### src/rtl/core/edm_pkg.sv
// ----------------------------------------------------------------------------
// edm_pkg
// Shared types and constants for the event decision matrix core.
// ----------------------------------------------------------------------------
package edm_pkg;

    localparam int ROWS_DEFAULT         = 8;
    localparam int MATRIX_BASE_DEFAULT  = 16;
    localparam int ZONE_ADDR_DEFAULT    = 0;
    localparam int SUBZONE_ADDR_DEFAULT = 1;

    localparam int ROW_BYTES = 8;

    // row byte offsets
    localparam int OFS_ORIGIN = 0;
    localparam int OFS_FLAGS  = 1;
    localparam int OFS_CMASK  = 2;
    localparam int OFS_CFILT  = 3;
    localparam int OFS_TMASK  = 4;
    localparam int OFS_TFILT  = 5;
    localparam int OFS_ACTION = 6;

    // flag bits
    localparam int FLG_ENABLE = 7;
    localparam int FLG_ORIGIN = 6;
    localparam int FLG_ZONE   = 4;
    localparam int FLG_MASK8  = 1;
    localparam int FLG_FILT8  = 0;

    localparam logic [7:0] READ_ERR_VALUE = 8'hFF;

    typedef enum logic [1:0] {
        CMD_EVENT  = 2'd0,
        CMD_WRITE  = 2'd1,
        CMD_READ   = 2'd2,
        CMD_UNUSED = 2'd3
    } cmd_t;

    typedef enum logic [1:0] {
        KIND_ACTION = 2'd0,
        KIND_REG    = 2'd1,
        KIND_DONE   = 2'd2
    } kind_t;

    typedef enum logic [1:0] {
        ST_IDLE,
        ST_RESP,
        ST_SCAN,
        ST_DONE
    } state_t;

endpackage

### src/rtl/core/event_decision_matrix_core.sv
// ----------------------------------------------------------------------------
// event_decision_matrix_core
// Register file with zone, subzone and decision-matrix rows; matches events
// against enabled rows and emits one action item per matching row.
// ----------------------------------------------------------------------------
// Register access: the result of a write or read passes from the accepting
//   edge through ST_RESP into the output register, where it can be taken.
// Throughput: one input item at a time; an event reads one row per cycle from
//   the row memory, stalling on a matching row while the output slot is full,
//   then emits the done item; a class zero event only emits the done item.
// Reset: synchronous, active low; zone, subzone and all row bytes read as 0.
// ----------------------------------------------------------------------------
module event_decision_matrix_core
    import edm_pkg::*;
#(
    parameter int ROWS         = ROWS_DEFAULT,
    parameter int MATRIX_BASE  = MATRIX_BASE_DEFAULT,
    parameter int ZONE_ADDR    = ZONE_ADDR_DEFAULT,
    parameter int SUBZONE_ADDR = SUBZONE_ADDR_DEFAULT
) (
    input  logic        aclk,
    input  logic        aresetn,
    input  logic        s_tvalid,
    output logic        s_tready,
    // reg_addr[6:0], reg_data[14:7], event_class[23:15],
    // event_type[31:24], origin_addr[39:32], event_zone[47:40]
    input  logic [47:0] s_tdata,
    // cmd[1:0]
    input  logic [1:0]  s_tuser,
    output logic        m_tvalid,
    input  logic        m_tready,
    // row_index[2:0], action_code[10:3], reg_value[18:11]
    output logic [23:0] m_tdata,
    // kind[1:0]
    output logic [1:0]  m_tuser,
    output logic        m_tlast
);

    localparam int RW       = (ROWS > 1) ? $clog2(ROWS) : 1;
    localparam int SB_W     = RW + 3;
    localparam int NBYTES   = ROWS * ROW_BYTES;
    localparam logic [RW-1:0] LAST_ROW = RW'(ROWS - 1);

    // input fields
    logic [1:0] in_cmd;
    logic [6:0] in_addr;
    logic [7:0] in_data;
    logic [8:0] in_class;
    logic [7:0] in_type;
    logic [7:0] in_origin;
    logic [7:0] in_zone;

    assign in_cmd    = s_tuser;
    assign in_addr   = s_tdata[6:0];
    assign in_data   = s_tdata[14:7];
    assign in_class  = s_tdata[23:15];
    assign in_type   = s_tdata[31:24];
    assign in_origin = s_tdata[39:32];
    assign in_zone   = s_tdata[47:40];

    // state
    state_t          state_reg, state_next;
    logic [RW-1:0]   row_reg, row_next;
    logic [8:0]      ev_class_reg;
    logic [7:0]      ev_type_reg, ev_origin_reg, ev_zone_reg;
    logic [7:0]      resp_val_reg;
    logic            from_ram_reg;
    logic [2:0]      byte_sel_reg;
    logic [7:0]      zone_reg, subzone_reg;
    logic [NBYTES-1:0] vld_reg;

    // row memory
    logic [63:0]     mem [ROWS];
    logic [63:0]     ram_q_reg;
    logic [7:0]      vld_q_reg;

    // output register
    logic            out_vld_reg, out_vld_next;
    kind_t           out_kind_reg;
    logic [2:0]      out_row_reg;
    logic [7:0]      out_act_reg, out_val_reg;
    logic            out_last_reg;

    logic            out_load;
    kind_t           ld_kind;
    logic [2:0]      ld_row;
    logic [7:0]      ld_act, ld_val;
    logic            ld_last;

    // address decode
    logic            accept, slot_free;
    logic            hit_zone, hit_subzone, hit_matrix;
    logic [6:0]      mofs;
    logic [RW-1:0]   a_row;
    logic [2:0]      a_byte;

    assign accept    = s_tvalid && s_tready;
    assign slot_free = !out_vld_reg || m_tready;

    assign hit_zone    = (in_addr == 7'(ZONE_ADDR));
    assign hit_subzone = (in_addr == 7'(SUBZONE_ADDR));
    assign hit_matrix  = ({1'b0, in_addr} >= 8'(MATRIX_BASE)) &&
                         ({1'b0, in_addr} < 8'(MATRIX_BASE + NBYTES));
    assign mofs        = in_addr - 7'(MATRIX_BASE);
    assign a_row       = mofs[RW+2:3];
    assign a_byte      = mofs[2:0];

    // memory controls
    logic            mem_we, rd_en;
    logic [RW-1:0]   rd_row;

    assign mem_we = accept && (in_cmd == CMD_WRITE) && !hit_zone && !hit_subzone
                    && hit_matrix;

    // row view with never-written bytes reading as zero
    logic [63:0] row_w;
    always_comb begin
        for (int k = 0; k < ROW_BYTES; k++) begin
            row_w[k*8 +: 8] = ram_q_reg[k*8 +: 8] & {8{vld_q_reg[k]}};
        end
    end

    logic [7:0] r_origin, r_flags, r_action;
    logic [8:0] r_cmask, r_cfilt;
    logic [7:0] r_tmask, r_tfilt;
    logic       row_match;

    assign r_origin = row_w[OFS_ORIGIN*8 +: 8];
    assign r_flags  = row_w[OFS_FLAGS*8 +: 8];
    assign r_cmask  = {r_flags[FLG_MASK8], row_w[OFS_CMASK*8 +: 8]};
    assign r_cfilt  = {r_flags[FLG_FILT8], row_w[OFS_CFILT*8 +: 8]};
    assign r_tmask  = row_w[OFS_TMASK*8 +: 8];
    assign r_tfilt  = row_w[OFS_TFILT*8 +: 8];
    assign r_action = row_w[OFS_ACTION*8 +: 8];

    assign row_match = r_flags[FLG_ENABLE]
                    && !(r_flags[FLG_ORIGIN] && (ev_origin_reg != r_origin))
                    && !(r_flags[FLG_ZONE] && (ev_zone_reg != zone_reg))
                    && (((r_cfilt ^ ev_class_reg) & r_cmask) == 9'd0)
                    && (((r_tfilt ^ ev_type_reg) & r_tmask) == 8'd0);

    // next state and outputs
    always_comb begin
        state_next = state_reg;
        row_next   = row_reg;
        rd_en      = 1'b0;
        rd_row     = '0;
        out_load   = 1'b0;
        ld_kind    = KIND_DONE;
        ld_row     = 3'd0;
        ld_act     = 8'd0;
        ld_val     = 8'd0;
        ld_last    = 1'b1;
        s_tready   = 1'b0;

        unique case (state_reg)
            ST_IDLE: begin
                s_tready = 1'b1;
                if (s_tvalid) begin
                    unique case (in_cmd)
                        CMD_EVENT: begin
                            row_next = '0;
                            if (in_class != 9'd0) begin
                                rd_en      = 1'b1;
                                state_next = ST_SCAN;
                            end else begin
                                state_next = ST_DONE;
                            end
                        end
                        CMD_WRITE: begin
                            state_next = ST_RESP;
                        end
                        CMD_READ: begin
                            rd_row     = a_row;
                            rd_en      = hit_matrix;
                            state_next = ST_RESP;
                        end
                        default: begin
                            state_next = ST_IDLE;
                        end
                    endcase
                end
            end
            ST_RESP: begin
                ld_kind = KIND_REG;
                ld_val  = from_ram_reg ? row_w[{byte_sel_reg, 3'b000} +: 8]
                                       : resp_val_reg;
                if (slot_free) begin
                    out_load   = 1'b1;
                    state_next = ST_IDLE;
                end
            end
            ST_SCAN: begin
                ld_kind = KIND_ACTION;
                ld_row  = 3'(row_reg);
                ld_act  = r_action;
                ld_last = 1'b0;
                if (!row_match || slot_free) begin
                    out_load = row_match;
                    if (row_reg == LAST_ROW) begin
                        state_next = ST_DONE;
                    end else begin
                        row_next = row_reg + 1'b1;
                        rd_row   = row_reg + 1'b1;
                        rd_en    = 1'b1;
                    end
                end
            end
            ST_DONE: begin
                if (slot_free) begin
                    out_load   = 1'b1;
                    state_next = ST_IDLE;
                end
            end
            default: begin
                state_next = ST_IDLE;
            end
        endcase
    end

    assign out_vld_next = out_load ? 1'b1 : (m_tready ? 1'b0 : out_vld_reg);

    // control registers
    always_ff @(posedge aclk) begin
        if (!aresetn) begin
            state_reg   <= ST_IDLE;
            row_reg     <= '0;
            out_vld_reg <= 1'b0;
            zone_reg    <= 8'd0;
            subzone_reg <= 8'd0;
            vld_reg     <= '0;
        end else begin
            state_reg   <= state_next;
            row_reg     <= row_next;
            out_vld_reg <= out_vld_next;
            if (accept && (in_cmd == CMD_WRITE)) begin
                if (hit_zone) begin
                    zone_reg <= in_data;
                end else if (hit_subzone) begin
                    subzone_reg <= in_data;
                end
            end
            if (mem_we) begin
                vld_reg[SB_W'({a_row, a_byte})] <= 1'b1;
            end
        end
    end

    // payload registers
    always_ff @(posedge aclk) begin
        if (accept) begin
            ev_class_reg  <= in_class;
            ev_type_reg   <= in_type;
            ev_origin_reg <= in_origin;
            ev_zone_reg   <= in_zone;
            byte_sel_reg  <= a_byte;
            from_ram_reg  <= (in_cmd == CMD_READ) && !hit_zone && !hit_subzone
                             && hit_matrix;
            if (in_cmd == CMD_WRITE) begin
                resp_val_reg <= (hit_zone || hit_subzone || hit_matrix) ? in_data
                                                                        : ~in_data;
            end else if (hit_zone) begin
                resp_val_reg <= zone_reg;
            end else if (hit_subzone) begin
                resp_val_reg <= subzone_reg;
            end else begin
                resp_val_reg <= READ_ERR_VALUE;
            end
        end
        if (out_load) begin
            out_kind_reg <= ld_kind;
            out_row_reg  <= ld_row;
            out_act_reg  <= ld_act;
            out_val_reg  <= ld_val;
            out_last_reg <= ld_last;
        end
    end

    // row memory with a registered read
    always_ff @(posedge aclk) begin
        if (mem_we) begin
            mem[a_row][{a_byte, 3'b000} +: 8] <= in_data;
        end
        if (rd_en) begin
            ram_q_reg <= mem[rd_row];
            vld_q_reg <= vld_reg[{rd_row, 3'b000} +: 8];
        end
    end

    assign m_tvalid = out_vld_reg;
    assign m_tdata  = {5'd0, out_val_reg, out_act_reg, out_row_reg};
    assign m_tuser  = out_kind_reg;
    assign m_tlast  = out_last_reg;

endmodule
### config.mk
export PLATFORM = sky130hd
export DESIGN_NAME = event_decision_matrix_core
export DESIGN_NICKNAME = d
export VERILOG_FILES = /design/src/rtl/core/edm_pkg.sv /design/src/rtl/core/event_decision_matrix_core.sv
export SDC_FILE = /design/constraint.sdc
export NUM_CORES = 1
export LEC_CHECK = 0
export BUFFER_PORTS_ARGS = -buffer_cell sky130_fd_sc_hd__buf_4
export CORE_MARGIN = 5
export CORE_UTILIZATION = 30
export DETAILED_ROUTE_END_ITERATION = 8
export GPL_ROUTABILITY_DRIVEN = 0
export MAX_ROUTING_LAYER = met4
export SYNTH_ARGS = -nofsm -noshare
export SYNTH_HDL_FRONTEND = slang
export SYNTH_SLANG_ARGS = --single-unit
### constraint.sdc
create_clock -name aclk -period 12.89 [get_ports aclk]
set_input_delay 0.6445 -clock aclk [delete_from_list [all_inputs] [get_ports aclk]]
set_output_delay 0.6445 -clock aclk [all_outputs]
set_load 0.01 [all_outputs]
* Word level (Yosys, flattened, before mapping)
Memory sizes are Yosys's and may differ from the RTL's. A register that Yosys moved wholly into a read port is not among the register bits.
Cells that the tools add are included.
W data, S select, Z words.
** Storage, ports and cells
- Output and inout port bits :: 29
- RAM bits :: 512
- Latch bits :: 0
- Bits of input ports :: 54
- Memories :: 1
- Memory bits (read-only) :: 0
- Logic and storage cells :: 141
- Flip-flop bits (word level) :: 161
** Cells by class
- Bitwise gates (word level) :: 15
- Divide/modulo/power cells :: 0
- Reductions and logical operators :: 40
- Shift-type cells :: 4
- Muxes and demuxes :: 40
- Order comparisons :: 4
- Add/sub/neg operators :: 3
- Multipliers :: 0
- Equal/unequal tests :: 15
** Memories
- mem :: depth 8, bits a word 64, read ports 1, clocked after memory_dff 1, wr ports 1, RTL line event_decision_matrix_core.sv:73 : logic [63:0] mem [ROWS];
** Operators with widths (number)
- $shiftx A64 B7 Y8 :: 2
- $and A8 B8 Y8 :: 9
- $mux W64 :: 1
- $or A64 B64 Y64 :: 1
- $shift A8 B8 Y64 const A :: 1
- $shiftx A8 B8 Y64 :: 1
- $mux W8 :: 5
- $mux W3 :: 8
- $logic_and A1 B1 Y1 :: 16
- $ne A8 B8 Y1 :: 2
- $mux W1 :: 13
- $pmux W3 S2 :: 2
- $and A9 B9 Y9 :: 1
- $logic_not A9 Y1 :: 1
- $reduce_bool A9 Y1 :: 1
- $xor A9 B9 Y9 :: 1
- $logic_not A8 Y1 :: 1
- $mux W2 :: 4
- $ne A2 B2 Y1 const B :: 4
- $neg A6 Y8 :: 1
- $not A8 Y8 :: 1
- $pmux W2 S2 :: 2
- $xor A8 B8 Y8 :: 1
- $eq A7 B1 Y1 const B :: 1
- other kinds (24) :: 41

* Logic depth before layout (Yosys ltp)
- Depth in word-level cells :: 13
- Mapped depth :: 12
- Mapped depth without buffers :: 10

* Worst setup path before layout
No wires, ideal clock.
- Kind :: in2reg
- From :: input s_tdata[0]
- To :: register ram_q_reg[0], read port of mem, enable pin
- Cell stages on the path :: 8
- Data required time :: 12.289 ns
- Arrival time :: 6.763 ns
- Library setup time :: 0.601 ns
- Path buffers :: 1
- Setup slack :: 5.526 ns
- Path through :: clkbuf_1 > clkinv_1 > ha_1 > nor3b_1 > nor4_1 > nor2_1 > a22oi_1 > o21ai_0
** Between the ends
- Longest elaborated chain between the ends :: 5
- Elaborated cells on any way between the ends :: 10
- Those cells by class :: add/sub (1); order compare (2); mux (6); reduce/logical (1)
** Ends and longest elaborated chain
- from (decl) :: RTL line event_decision_matrix_core.sv:27 : input logic [47:0] s_tdata,
- $ge A7 B5 Y1 / $lt A7 B7 Y1 (equally long branches) :: RTL line event_decision_matrix_core.sv:102, event_decision_matrix_core.sv:103
- $logic_and A1 B1 Y1 * :: RTL line event_decision_matrix_core.sv:102 : assign hit_matrix = ({1'b0, in_addr} >= 8'(MATRIX_BASE)) &&
- $pmux W1 S2 * :: RTL line event_decision_matrix_core.sv:160 : unique case (in_cmd)
- $mux W1 * :: RTL line event_decision_matrix_core.sv:159 : if (s_tvalid) begin
- $pmux W1 S2 * :: RTL line event_decision_matrix_core.sv:156 : unique case (state_reg)
- named net rd_en :: RTL line event_decision_matrix_core.sv:109 : logic mem_we, rd_en;
- to (decl) :: RTL line event_decision_matrix_core.sv:74 : logic [63:0] ram_q_reg;
The timed path passes the listed nets; every way through them passes the cells marked *.
A chain may end at the register's enable or synchronous reset.

* Final worst setup path
- From :: register vld_q_reg[3]
- To :: register vld_q_reg[2] (data pin)
** Between the ends
- Longest elaborated chain between the ends :: 11
** Ends and longest elaborated chain
- from (decl) :: RTL line event_decision_matrix_core.sv:75 : logic [7:0] vld_q_reg;
- from (signal assigned) :: RTL line event_decision_matrix_core.sv:286 : vld_q_reg <= vld_reg[{rd_row, 3'b000} +: 8];
- $and A8 B8 Y8 :: RTL line event_decision_matrix_core.sv:119 : row_w[k*8 +: 8] = ram_q_reg[k*8 +: 8] & {8{vld_q_reg[k]}};
- $xor A9 B9 Y9 :: RTL line event_decision_matrix_core.sv:139 : && (((r_cfilt ^ ev_class_reg) & r_cmask) == 9'd0)
- $and A9 B9 Y9 :: RTL line event_decision_matrix_core.sv:139
- $logic_not A9 Y1 :: RTL line event_decision_matrix_core.sv:139
- $logic_and A1 B1 Y1 :: RTL line event_decision_matrix_core.sv:139
- $logic_and A1 B1 Y1 :: RTL line event_decision_matrix_core.sv:140 : && (((r_tfilt ^ ev_type_reg) & r_tmask) == 8'd0);
- $logic_not A1 Y1 :: RTL line event_decision_matrix_core.sv:198 : if (!row_match || slot_free) begin
- $logic_or A1 B1 Y1 :: RTL line event_decision_matrix_core.sv:198
- $mux W3 :: RTL line event_decision_matrix_core.sv:198
- $pmux W3 S2 :: RTL line event_decision_matrix_core.sv:156
- $shiftx A64 B7 Y8 :: RTL line event_decision_matrix_core.sv:286
Every way passes these cells.

==> load_flow_metrics.sql <==
INSERT INTO impl_metrics (metric_group, metric, value, unit) VALUES
('route', 'firstDrtPassIters', '7', ''),
('clock_tree', 'clk_transition_reported_paths', '60', 'ps'),
('grt', 'grt_remaining_overflow', '0', ''),
('clock_tree', 'post-cts-setup-buffers', '0', ''),
('synthesis', 'yosys-top-cells-area', 'sky130_fd_sc_hd__edfxtp_1, sky130_fd_sc_hd__a211oi_1, sky130_fd_sc_hd__and3_1', ''),
('pwr', 'power_per_cell_area', '175.8', 'mW/mm2'),
('setup_path', 'crit_path_top_delay_cell', 'sky130_fd_sc_hd__a2111oi_1', ''),
('route', 'detail-route-antenna-nets', '0', ''),
('setup_path', 'critical_path.reg2reg.endpoint', 'vld_q_reg[2]$_DFFE_PP_', ''),
('final_layout', 'drive_gt1_share', '9.914', '%'),
('sta', 'clock_skew', '21.02', 'ps'),
('route', 'drt_first_iter_violations', '2072', ''),
('final_layout', 'nNetsFinal', '2335', ''),
('setup_path', 'worstPathCellList', 'a21boi_0 -> o21bai_1 -> o221ai_1 -> or4_1 -> o31ai_4 -> buf_4 -> and2_1 -> mux2i_1 -> a2111oi_1', ''),
('sta', 'final_hold_viol_count', '0', ''),
('route', 'final_routed_wire_length_divided_by_cell_count', '24.29', 'um'),
('synthesis', 'synthDistinctLibCells', '61', ''),
('synthesis', 'postSynthCellCount', '2258', ''),
('route', 'post_drt_via_cell_ratio', '5.391', ''),
('synthesis', 'yosys_register_bits', '737', ''),
('floorplanning', 'io_pins', '83', ''),
('setup_path', 'worst_r2r_path_depth', '9', ''),
('route', 'routed_wirelength', '89.60', 'mm'),
('grt', 'grt_first_pass_wirelength', '130.4', 'mm'),
('synthesis', 'number_of_enable_type_register_cells_in_the_synthesized_netlist', '651', ''),
('placement', 'dpl_cell_area', '0.03257', 'mm2'),
('final_layout', 'largest_register_ffs', '512', ''),
('grt', 'grt_start_max_net_pins', '106', ''),
('grt', 'grt_pass1_vias', '19210', ''),
('clock_tree', 'cts_resized', '0', ''),
('final_layout', 'mostFrequentLayoutCell', 'sky130_fd_sc_hd__edfxtp_1', ''),
('synthesis', 'netlist.top_cell.by_area', 'sky130_fd_sc_hd__edfxtp_1', ''),
('floorplanning', 'fp.dieH', '330.1', 'um'),
('synthesis', 'postSynthAreaPerCell', '13.62', 'um2'),
('final_layout', 'multi_input_area', '0.008772', 'mm2'),
('synthesis', 'synth.top_cell.area_share', '63.58', '%'),
('clock_tree', 'tritoncts', 'built', ''),
('final_layout', 'final_cell_mix', 'sky130_fd_sc_hd__edfxtp_1, sky130_fd_sc_hd__and3_1, sky130_fd_sc_hd__a211oi_1', ''),
('outcome', 'result_of_the_run', 'finished clean', ''),
('synthesis', 'synth_ff_type', 'sky130_fd_sc_hd__edfxtp_1', ''),
('final_layout', 'postLayoutCoreUtil', '34.39', '%'),
('clock_tree', 'cts.hold.buffers_added', '0', ''),
('sta', 'setup-violations-final', '0', ''),
('sta', 'timing.slew.headroom', '3.617', '%'),
('setup_path', 'regToRegSetupSlack', '7130', 'ps'),
('sta', 'final.setup.worst_slack', '7128', 'ps'),
('sta', 'worstMarginPinSlew', '1442', 'ps'),
('job', 'maxCapViolations', '0', ''),
('final_layout', 'design_area', '0.03499', 'mm2'),
('floorplanning', 'die_width', '330.1', 'um'),
('clock_tree', 'cts_htree_levels', '3', ''),
('route', 'vias', '19890', ''),
('clock_tree', 'root_buffer', 'sky130_fd_sc_hd__clkbuf_16', ''),
('sta', 'final-max-slew-violation-count', '0', ''),
('sta', 'rsz_0062_raised_after_global_routing', 'no', ''),
('setup_path', 'end_kind', 'register', ''),
('clock_tree', 'clock-sinks', '737', ''),
('synthesis', 'ys_seq_area_share', '69.18', '%'),
('floorplanning', 'fp.coreArea', '0.1017', 'mm2'),
('route', 'remaining_drc_errors', '0', ''),
('floorplanning', 'die_area', '0.1090', 'mm2'),
('setup_path', 'timing.critical_path.required', '13090', 'ps'),
('grt', 'global_route.usage.total', '16.49', '%'),
('placement', 'pre_cts_ws', '6858', 'ps'),
('worst_hold_path', 'kind_of_path_behind_the_tightest_hold_check', 'input pin to register', ''),
('synthesis', 'asyncSetResetFlopFracSynth', '0', '%'),
('floorplanning', 'std_cell_rows', '117', ''),
('final_layout', 'nFillCells', '9771', ''),
('setup_path', 'setup.worst_path.end', 'vld_q_reg[2]$_DFFE_PP_', ''),
('grt', 'antenna_found_initial', '5', ''),
('synthesis', 'synthesis.yosys.warnings', '0', '');
cell type report:
cell class                 count  share of cell area [%]
sequential                   737                   60.79
multi-input combinational   1324                   25.07
clock buffer                 107                   6.251
tap                         1368                   4.892
timing repair buffer         102                   2.189
clock inverter                32                  0.6008
inverter                      18                  0.1931
antenna                        1                0.007152
stage by stage:
step                total power, mW  hold WS (ps)  std cells
floorplan                     3.574         432.3       2262
global placement              4.037         438.0       3548
detailed placement            4.049         445.5       3548
CTS                           6.159         174.1       3687
global route                  6.345         168.8       3689
finish                        6.149         199.0       3689
synthesized netlist by cell type, types with 2 or more instances:
library cell / number
sky130_fd_sc_hd__a41oi_1: 2
sky130_fd_sc_hd__a22oi_1: 6
sky130_fd_sc_hd__o211a_1: 11
sky130_fd_sc_hd__nor3_1: 12
sky130_fd_sc_hd__and3_1: 300
sky130_fd_sc_hd__o211ai_1: 22
sky130_fd_sc_hd__edfxtp_1: 651
sky130_fd_sc_hd__nand4b_1: 7
sky130_fd_sc_hd__nor3b_1: 4
sky130_fd_sc_hd__mux2i_1: 24
sky130_fd_sc_hd__inv_1: 17
sky130_fd_sc_hd__nand3_1: 32
sky130_fd_sc_hd__o21bai_1: 4
sky130_fd_sc_hd__nand3b_1: 3
sky130_fd_sc_hd__buf_4: 6
sky130_fd_sc_hd__o21ai_0: 30
sky130_fd_sc_hd__buf_2: 10
sky130_fd_sc_hd__ha_1: 19
sky130_fd_sc_hd__a31oi_1: 2
sky130_fd_sc_hd__dfxtp_1: 86
sky130_fd_sc_hd__and3b_1: 10
sky130_fd_sc_hd__xor2_1: 27
sky130_fd_sc_hd__nor2_1: 140
sky130_fd_sc_hd__nand2b_1: 8
sky130_fd_sc_hd__o22ai_1: 16
sky130_fd_sc_hd__nand2_1: 81
sky130_fd_sc_hd__nand4_1: 3
sky130_fd_sc_hd__nor4_1: 72
sky130_fd_sc_hd__a21boi_0: 8
sky130_fd_sc_hd__clkbuf_1: 155
sky130_fd_sc_hd__a21boi_1: 6
sky130_fd_sc_hd__a311oi_1: 3
sky130_fd_sc_hd__mux4_2: 6
sky130_fd_sc_hd__and2_1: 60
sky130_fd_sc_hd__buf_6: 3
sky130_fd_sc_hd__nor2b_1: 19
sky130_fd_sc_hd__o21a_1: 70
sky130_fd_sc_hd__a211oi_1: 278
sky130_fd_sc_hd__o21ai_1: 5
sky130_fd_sc_hd__buf_1: 9
sky130_fd_sc_hd__a21oi_1: 3
sky130_fd_sc_hd__a2111oi_1: 6
sky130_fd_sc_hd__or3_1: 2
sky130_fd_sc_hd__o221ai_1: 3
how the worst min path moves through the flow:
stage / start / endpoint / slack, ps / depth (start not counted)
4_1_cts: s_tdata[46] / ev_zone_reg[6]$_DFFE_PP_ / 170 / 1
5_1_grt: s_tdata[46] / ev_zone_reg[6]$_DFFE_PP_ / 170 / 1
6_report: s_tdata[46] / ev_zone_reg[6]$_DFFE_PP_ / 200 / 1
2_1_floorplan: vld_reg[0]$_SDFFE_PN0P_ / vld_reg[0]$_SDFFE_PN0P_ / 430 / 1
3_3_place_gp: vld_reg[26]$_SDFFE_PN0P_ / vld_reg[26]$_SDFFE_PN0P_ / 440 / 1
3_5_place_dp: vld_reg[26]$_SDFFE_PN0P_ / vld_reg[26]$_SDFFE_PN0P_ / 450 / 1
logic make-up after synthesis:
kind of cell / after synthesis / synth area share (%)
AND/OR/NAND/NOR: 757 / 13.63
flip-flops: 737 / 69.18
AO/OA/AOI/OAI: 486 / 11.78
buffers and inverters: 201 / 2.641
multiplexers: 30 / 1.221
XOR/XNOR: 27 / 0.7691
adder cells (fa/ha/maj): 19 / 0.7731
other: 1 / 0.01220
worst max-delay path: cells and delay by family (launching register included):
family | cells | cell delay [ps]
buffers and inverters | 1 | 710
flip-flops | 1 | 760
AND/OR/NAND/NOR | 2 | 1270
multiplexers | 1 | 160
AO/OA/AOI/OAI | 5 | 2410
routing by layer:
metal	up-vias	routed length (um)	part of all wire [%]	track usage (%)
li1	8800	-	-	-
met1	10010	37090	41	22.21
met2	897	41730	47	25.47
met3	178	7920	8.8	3.133
met4	0	2856	3.2	5.109
met5	-	0	0	-
report_power, final:
group	total (mW)	switching, mW	internal [mW]	leakage, nW
logic	0.977	0.667	0.311	3.89
registers	3.04	0.210	2.83	6.85
clock network	2.13	0.903	1.23	1.17
total	6.15	1.78	4.37	11.9
No activity file was read; power rests on OpenSTA's default activity.
